--- config.mk ---
export PLATFORM = sky130hd
export DESIGN_NAME = ipv4_header_checker_core
export DESIGN_NICKNAME = d
export VERILOG_FILES = /design/src/rtl/ihc_pkg.sv /design/src/rtl/ipv4_header_checker_core.sv
export SDC_FILE = /design/constraint.sdc
export NUM_CORES = 1
export LEC_CHECK = 0
export BUFFER_PORTS_ARGS = -buffer_cell sky130_fd_sc_hd__buf_2
export CORE_ASPECT_RATIO = 1.5
export CORE_MARGIN = 4
export CORE_UTILIZATION = 50
export CTS_CLUSTER_DIAMETER = 150
export CTS_CLUSTER_SIZE = 25
export DETAILED_ROUTE_END_ITERATION = 12
export PLACE_DENSITY = 0.68
export SLEW_MARGIN = 20
export SYNTH_ARGS = -nofsm -noshare
export SYNTH_HDL_FRONTEND = slang
export SYNTH_SLANG_ARGS = --single-unit
--- constraint.sdc ---
create_clock -name clk -period 6.4 [get_ports clk]
set_input_delay 0.64 -clock clk [delete_from_list [all_inputs] [get_ports clk]]
set_output_delay 0.64 -clock clk [all_outputs]
set_load 0.005 [all_outputs]
--- src/rtl/ihc_pkg.sv ---
// types and constants of the ipv4 header checker
// used by ipv4_header_checker_core; no dependencies
`default_nettype none

package ihc_pkg;

  typedef struct packed {
    logic [15:0] header_word;
    logic        first_word;
  } in_item_t;

  typedef struct packed {
    logic [2:0]  verdict;
    logic [1:0]  protocol_class;
    logic [7:0]  protocol_number;
    logic [31:0] remote_address;
    logic [5:0]  header_bytes;
    logic [15:0] payload_length;
  } out_item_t;

  // verdict codes
  localparam logic [2:0] VERDICT_ACCEPT   = 3'd0;
  localparam logic [2:0] VERDICT_NOT_MINE = 3'd1;
  localparam logic [2:0] VERDICT_CHECKSUM = 3'd2;
  localparam logic [2:0] VERDICT_VERSION  = 3'd3;
  localparam logic [2:0] VERDICT_FRAG     = 3'd4;

  // protocol classes
  localparam logic [1:0] CLASS_ICMP  = 2'd0;
  localparam logic [1:0] CLASS_UDP   = 2'd1;
  localparam logic [1:0] CLASS_TCP   = 2'd2;
  localparam logic [1:0] CLASS_OTHER = 2'd3;

  // raw protocol numbers
  localparam logic [7:0] PROTO_ICMP = 8'd1;
  localparam logic [7:0] PROTO_UDP  = 8'd17;
  localparam logic [7:0] PROTO_TCP  = 8'd6;

  // register indexes
  localparam logic REG_LOCAL_ADDRESS   = 1'b0;
  localparam logic REG_PROTOCOL_ENABLE = 1'b1;

  localparam logic [15:0] FRAG_MASK      = 16'h3FFF;
  localparam logic [15:0] SUM_GOOD       = 16'hFFFF;
  localparam logic [3:0]  IP_VERSION     = 4'h4;
  localparam logic [5:0]  MIN_WORDS      = 6'd10;
  localparam logic [2:0]  PROTO_EN_RESET = 3'b111;

endpackage

`default_nettype wire

--- src/rtl/ipv4_header_checker_core.sv ---
// ipv4 header checker: running ones' complement sum and one verdict per header
// depends on ihc_pkg for the request types and codes
//
// channel  direction  handshake          payload
// in       in         in_valid/in_stall  ihc_pkg::in_item_t (one header word)
// out      out        out_valid/out_stall ihc_pkg::out_item_t (one verdict)
// cfg      in         cfg_valid/cfg_ready cfg_index, cfg_data
//
// one word is taken every cycle unless in_stall is high; a word passes an input
// register and is then folded into the header state, its verdict leaving from
// the result register.
// the 17-bit end-around add of the checksum sets the cycle budget.
// rst is synchronous; a stalled result holds the input register, which stalls
// the input only while it is full.
`default_nettype none

module ipv4_header_checker_core (
  input  wire logic               clk,
  input  wire logic               rst,
  input  wire logic               in_valid,
  output      logic               in_stall,
  input  wire ihc_pkg::in_item_t  in_data,
  output      logic               out_valid,
  input  wire logic               out_stall,
  output      ihc_pkg::out_item_t out_data,
  input  wire logic               cfg_valid,
  output      logic               cfg_ready,
  input  wire logic               cfg_index,
  input  wire logic [31:0]        cfg_data
);

  import ihc_pkg::*;

  // configuration
  logic [31:0] local_address;
  logic [2:0]  protocol_enable;

  // input register
  logic        s1_valid;
  in_item_t    s1;

  // header state
  logic [5:0]  word_count;
  logic [15:0] sum_acc;
  logic [3:0]  header_ihl;
  logic [3:0]  header_version;
  logic [15:0] datagram_length;
  logic        fragment_seen;
  logic [7:0]  protocol_seen;
  logic [31:0] source_seen;
  logic [31:0] destination_seen;
  logic        header_done;

  logic [5:0]  word_count_next;
  logic [15:0] sum_acc_next;
  logic [3:0]  header_ihl_next;
  logic [3:0]  header_version_next;
  logic [15:0] datagram_length_next;
  logic        fragment_seen_next;
  logic [7:0]  protocol_seen_next;
  logic [31:0] source_seen_next;
  logic [31:0] destination_seen_next;

  logic        advance;
  logic        active;
  logic        fire;
  logic        done;
  logic [5:0]  k;
  logic [4:0]  hwords;
  logic [5:0]  need;
  logic [16:0] sum_wide;
  logic [5:0]  hbytes;
  out_item_t   result;

  assign cfg_ready = 1'b1;

  always_ff @(posedge clk) begin
    if (rst) begin
      local_address   <= '0;
      protocol_enable <= PROTO_EN_RESET;
    end else if (cfg_valid && cfg_ready) begin
      unique case (cfg_index)
        REG_LOCAL_ADDRESS:   local_address   <= cfg_data;
        REG_PROTOCOL_ENABLE: protocol_enable <= cfg_data[2:0];
        default: ;
      endcase
    end
  end

  // input register moves on whenever the result slot is free or being taken
  assign advance  = !out_valid || !out_stall;
  assign in_stall = s1_valid && !advance;

  always_ff @(posedge clk) begin
    if (rst) begin
      s1_valid <= 1'b0;
    end else if (!s1_valid || advance) begin
      s1_valid <= in_valid;
    end
  end

  always_ff @(posedge clk) begin
    if (in_valid && !in_stall) begin
      s1 <= in_data;
    end
  end

  assign active = s1.first_word || !header_done;
  assign fire   = s1_valid && advance && active;
  assign k      = s1.first_word ? '0 : word_count;

  always_comb begin
    // a first word starts from a cleared header
    if (s1.first_word) begin
      sum_acc_next          = '0;
      header_ihl_next       = '0;
      header_version_next   = '0;
      datagram_length_next  = '0;
      fragment_seen_next    = 1'b0;
      protocol_seen_next    = '0;
      source_seen_next      = '0;
      destination_seen_next = '0;
    end else begin
      sum_acc_next          = sum_acc;
      header_ihl_next       = header_ihl;
      header_version_next   = header_version;
      datagram_length_next  = datagram_length;
      fragment_seen_next    = fragment_seen;
      protocol_seen_next    = protocol_seen;
      source_seen_next      = source_seen;
      destination_seen_next = destination_seen;
    end

    case (k)
      6'd0: begin
        header_version_next = s1.header_word[15:12];
        header_ihl_next     = s1.header_word[11:8];
      end
      6'd1: datagram_length_next       = s1.header_word;
      6'd3: fragment_seen_next         = (s1.header_word & FRAG_MASK) != '0;
      6'd4: protocol_seen_next         = s1.header_word[7:0];
      6'd6: source_seen_next[31:16]    = s1.header_word;
      6'd7: source_seen_next[15:0]     = s1.header_word;
      6'd8: destination_seen_next[31:16] = s1.header_word;
      6'd9: destination_seen_next[15:0]  = s1.header_word;
      default: ;
    endcase

    hwords = {header_ihl_next, 1'b0};
    // end-around carry; the sum of two 16-bit words never carries twice
    sum_wide = {1'b0, sum_acc_next} + {1'b0, s1.header_word};
    if (k < {1'b0, hwords}) begin
      sum_acc_next = sum_wide[15:0] + {15'd0, sum_wide[16]};
    end

    word_count_next = k + 6'd1;
    need = ({1'b0, hwords} > MIN_WORDS) ? {1'b0, hwords} : MIN_WORDS;
    done = (word_count_next == need);
  end

  always_comb begin
    hbytes = {header_ihl_next, 2'b00};

    if (destination_seen_next != local_address) begin
      result.verdict = VERDICT_NOT_MINE;
    end else if (sum_acc_next != SUM_GOOD) begin
      result.verdict = VERDICT_CHECKSUM;
    end else if (header_version_next != IP_VERSION) begin
      result.verdict = VERDICT_VERSION;
    end else if (fragment_seen_next) begin
      result.verdict = VERDICT_FRAG;
    end else begin
      result.verdict = VERDICT_ACCEPT;
    end

    if (protocol_seen_next == PROTO_ICMP && protocol_enable[0]) begin
      result.protocol_class = CLASS_ICMP;
    end else if (protocol_seen_next == PROTO_UDP && protocol_enable[1]) begin
      result.protocol_class = CLASS_UDP;
    end else if (protocol_seen_next == PROTO_TCP && protocol_enable[2]) begin
      result.protocol_class = CLASS_TCP;
    end else begin
      result.protocol_class = CLASS_OTHER;
    end

    result.protocol_number = protocol_seen_next;
    result.remote_address  = source_seen_next;
    result.header_bytes    = hbytes;
    result.payload_length  = (datagram_length_next >= {10'd0, hbytes}) ?
                             datagram_length_next - {10'd0, hbytes} : '0;
  end

  always_ff @(posedge clk) begin
    if (rst) begin
      header_done <= 1'b1;
      word_count  <= '0;
    end else if (fire) begin
      header_done <= done;
      word_count  <= word_count_next;
    end
  end

  always_ff @(posedge clk) begin
    if (fire) begin
      sum_acc          <= sum_acc_next;
      header_ihl       <= header_ihl_next;
      header_version   <= header_version_next;
      datagram_length  <= datagram_length_next;
      fragment_seen    <= fragment_seen_next;
      protocol_seen    <= protocol_seen_next;
      source_seen      <= source_seen_next;
      destination_seen <= destination_seen_next;
    end
  end

  // result register
  always_ff @(posedge clk) begin
    if (rst) begin
      out_valid <= 1'b0;
    end else begin
      out_valid <= (out_valid && out_stall) || (fire && done);
    end
  end

  always_ff @(posedge clk) begin
    if (fire && done) begin
      out_data <= result;
    end
  end

`ifndef SYNTHESIS
  // the input only stalls behind a full input register
  a_stall_needs_s1: assert property (@(posedge clk) disable iff (rst)
    in_stall |-> s1_valid)
    else $error("input stalled with empty input register");

  // a header in progress never runs past the longest header
  a_count_bound: assert property (@(posedge clk) disable iff (rst)
    !header_done |-> (word_count < 6'd30))
    else $error("word count ran past the longest header");

  // a verdict always closes its header
  a_done_after_result: assert property (@(posedge clk) disable iff (rst)
    (fire && done) |=> (header_done && out_valid))
    else $error("verdict issued without closing the header");

  // only defined verdict codes leave the block
  a_verdict_code: assert property (@(posedge clk) disable iff (rst)
    out_valid |-> (out_data.verdict <= VERDICT_FRAG))
    else $error("undefined verdict code");
`endif

endmodule

`default_nettype wire
==> metrics.md <==
| Metric | Value |
|---|---|
| Count of flip-flops with a built-in enable after synthesis | `195` |
| Finish-stage setup viols | `0` |
| DRC violation total after the first TritonRoute iteration | `691` |
| Number of max-cap violations | `0` |
| Minimum period implied by the final worst setup slack | `5730 ps` |
| Die Height | `197 um` |
| Xor-xnor portion of the synthesized cell area | `6.05%` |
| Synth Area in Simple Gates | `17.2%` |
| RSZ-0062 raised after global routing | `false` |
| Die outline area | `26,500 um^2` |
| Maximum level of the CTS H-tree | `1` |
| Async set-reset flop share out of synthesis | `0%` |
| CTS tree | `done` |
| Post-CTS setup buffer count | `0` |
| Setup slack after layout | `665 ps` |
| Seq cells post-synth | `239` |
| DR DRC count | `0` |
| Fraction of the mapped netlist area in compound gates | `10.9%` |
| Worst slack at placement | `656 ps` |
| Detail-routed net length per standard cell | `19.1 um` |
| Initial Utilization | `50.6%` |
| Number of warnings reported in the yosys synthesis log | `0` |
| CP max FO | `6` |
| Leak | `5.21 nW` |
| Mean instance size in the synthesized netlist | `10.8 um^2` |
| Pwr dens | `243 nW/um^2` |
| Width of the die | `134 um` |
| Sequential cell area fraction in the yosys report | `56.3%` |
| Kind of end point of the critical path | `flip-flop` |
| Sinks on Clock Net | `239` |
| Number of vias after detailed routing | `8,513` |
| Port Buffer Count | `121` |
| Met1 Routed Length | `12.0 mm` |
| Area growth from synthesis to final layout | `10.3%` |
| Hold violation count in the final report | `0` |
| Sum Neg Setup Slack | `0 ps` |
| Via density per instance | `5.60` |
| Fmax | `0.174 GHz` |
| Synth Flop Type | `edfxtp_1` |
| RD Place Congestion | `0.953` |
| Number of gates given a new drive strength after cts | `0` |
| DP HPWL | `20.5 mm` |
| Number of distinct library cells after synthesis | `86` |
| Share of cell area taken by muxes after synthesis | `2.97%` |
| Cell Rows | `69` |
| Slew of the pin with the lowest slew margin | `1040 ps` |
| Hold_buf cts | `0` |
| Number of primary I/O pins | `125` |
| Share of the clock period used by the worst path | `89.6%` |
| Area of the mapped netlist | `12,000 um^2` |
| Worst min path class | `in -> reg` |
| Maximum number of pins on one net before global-route repair | `76` |
| Number of antenna violations at the first check in global routing | `0` |
| Diode count | `0` |
| Buffers from clock root to sink, at most | `3` |
| Post-synthesis share of cell area spent on full adders, half adders and majority gates | `2.74%` |
| Clock edge transition at the registers on the reported setup and hold paths | `110 ps` |
| Vias in the first global route | `8,126` |
| Top routing layer in use | `met4` |
| Worst setup SP type | `flip-flop` |
| Metal3 WL | `1.53 mm` |
| Core region area | `23,700 um^2` |
| Total grt overflow | `0` |
| Hold Path Depth | `1` |
| Source-to-sink clock delay at the later pin of the worst-skew pair | `500 ps` |
| Maximum VDD drop | `0.184 mV` |
| Global routing usage summed across all routing layers | `21.6%` |
| Cell depth of the worst flop-to-flop path | `21` |
| Wire length of the first global-routing pass | `45.1 mm` |
| Critical Path RT | `6640 ps` |
| First-pass DRT Iterations | `7` |
| Slew Viols, Final | `0` |
| Buffer cell driving the clock tree root | `clkbuf_16` |
| Worst clock skew | `40.6 ps` |
| Remaining antenna violation count | `0` |
| Outcome | `completed` |
| Combinational family with the most area after synthesis | `simple AND/OR/NAND/NOR gates` |
| Synthesized instance count | `1,107` |
| Met2 wire len | `14.4 mm` |
| Routed wire length | `29.0 mm` |
| Layout cell share with drive strength beyond 1 | `17.2%` |
| Inserted Clock Buffers | `13` |
| Number of nets in the layout | `1,274` |
| Worst slew margin relative to its limit | `30.1%` |
| Arrival time of data at the critical path endpoint | `5980 ps` |
| Critical path class | `reg -> reg` |
## flip-flops by register name, indices dropped and copies added, names as in the netlist
register / flops
protocol_enable: 3
destination_seen: 32
sum_acc: 16
datagram_length: 16
fragment_seen: 1
s1_valid: 1
protocol_seen: 8
s1: 17
local_address: 32
out_data: 65
out_valid: 1
header_version: 4
source_seen: 32
header_done: 1
word_count: 6
header_ihl: 4
## worst max-delay path, cell delays in order, from the launching register on
cell       delay (ps)
edfxtp_1          490
nor2b_1           190
ha_1              190
inv_1              60
fa_1              400
nor2b_1           190
o21ai_0           170
a2bb2o_1          390
a211oi_1          270
o21a_1            200
a21oi_1            80
o21bai_1          140
ha_1              190
ha_1              190
nand2_1           110
or4_4             550
nor4b_2           420
nand4_1           160
xor2_1            190
o31a_1            320
a2111oi_2         470
a31oi_1           140
## cell usage in the layout (no fill, tap or decap), types with 16 or more instances in the layout
cell type and n:
nor2_1 66, nor2b_1 34, inv_1 43, edfxtp_1 195, dfxtp_1 44, mux2i_1 22
xor2_1 38, nand2_1 160, nand3_1 59, a31o_2 17, a21oi_1 52, ha_1 23
buf_2 121, o21ai_0 55, xnor2_1 36, a31oi_1 16, and3_1 16
## where the power goes
| part | leakage, nW | total (mW) | switching (mW) | internal [mW] |
|---|---|---|---|---|
| combinational | 2.87 | 0.524 | 0.327 | 0.197 |
| sequential | 2.17 | 1.80 | 0.0465 | 1.76 |
| clock | 0.180 | 0.882 | 0.490 | 0.392 |
| total | 5.21 | 3.21 | 0.863 | 2.35 |
## synth_stat cells, types with 5 or more instances
master / instances / area [um^2]
ha_1: 23 / 288
dfxtp_1: 44 / 881
mux2i_1: 22 / 220
nand2_1: 160 / 601
o211ai_1: 12 / 90.1
nand4_1: 13 / 81.3
edfxtp_1: 195 / 5860
a21oi_1: 52 / 260
mux2_2: 12 / 135
xor2_1: 38 / 333
nor2_1: 66 / 248
buf_4: 6 / 45.0
nor3_1: 10 / 50.1
a31oi_1: 16 / 100
and3_1: 16 / 100
o21ai_0: 55 / 275
or4_1: 5 / 37.5
nor2b_1: 36 / 225
xnor2_1: 36 / 315
clkbuf_1: 45 / 169
nand3_1: 59 / 295
inv_1: 45 / 169
nor4_1: 15 / 93.8
nand2b_1: 8 / 50.1
a31o_2: 17 / 149
buf_1: 8 / 30.0
## stage by stage
| stage | utilization [%] | hold WS (ps) | power, mW | cell area [um^2] | cells |
|---|---|---|---|---|---|
| floorplan | - | 435 | 2.21 | 12000 | 1108 |
| global placement | 54.2 | 450 | 2.35 | 12800 | 1498 |
| detailed placement | 54.2 | 457 | 2.36 | 12800 | 1498 |
| CTS | 55.7 | 305 | 3.23 | 13200 | 1520 |
| global route | 55.8 | 305 | 3.35 | 13200 | 1520 |
| finish | 55.8 | 318 | 3.21 | 13200 | 1520 |
## metal layers
layer  vias up  track usage, %
li1       4142               -
met1      4066            28.5
met3        56            2.47
met5         -               0
met4         0            7.89
met2       249            36.8
## kinds of logic after synthesis
group / count (synthesis)
xor+xnor: 78
flops: 239
buf+inv: 111
mux: 34
compound gates: 200
simple gates: 418
fa+ha+maj: 25
other cells: 2
## path summary, 6_finish.rpt
| check | slack, ps | to | startpoint |
|---|---|---|---|
| max | 670 | out_data[65]$_SDFFCE_PP0P_ | s1[0]$_DFFE_PP_ |
| min | 320 | s1[15]$_DFFE_PP_ | in_data[15] |
| max reg2reg | 670 | out_data[65]$_SDFFCE_PP0P_ | s1[0]$_DFFE_PP_ |
| min reg2reg | 470 | local_address[4]$_SDFFE_PP0P_ | local_address[4]$_SDFFE_PP0P_ |
## cell type report
| class | count | area [um^2] |
|---|---|---|
| Fill cell | 2082 | 10500 |
| Sequential cell | 239 | 6740 |
| Multi-Input combinational cell | 758 | 4790 |
| Timing Repair Buffer | 135 | 711 |
| Tap cell | 319 | 399 |
| Clock buffer | 20 | 352 |
| Inverter | 47 | 179 |
| Clock inverter | 2 | 25.0 |
No activity file was read; power rests on OpenSTA's default activity.
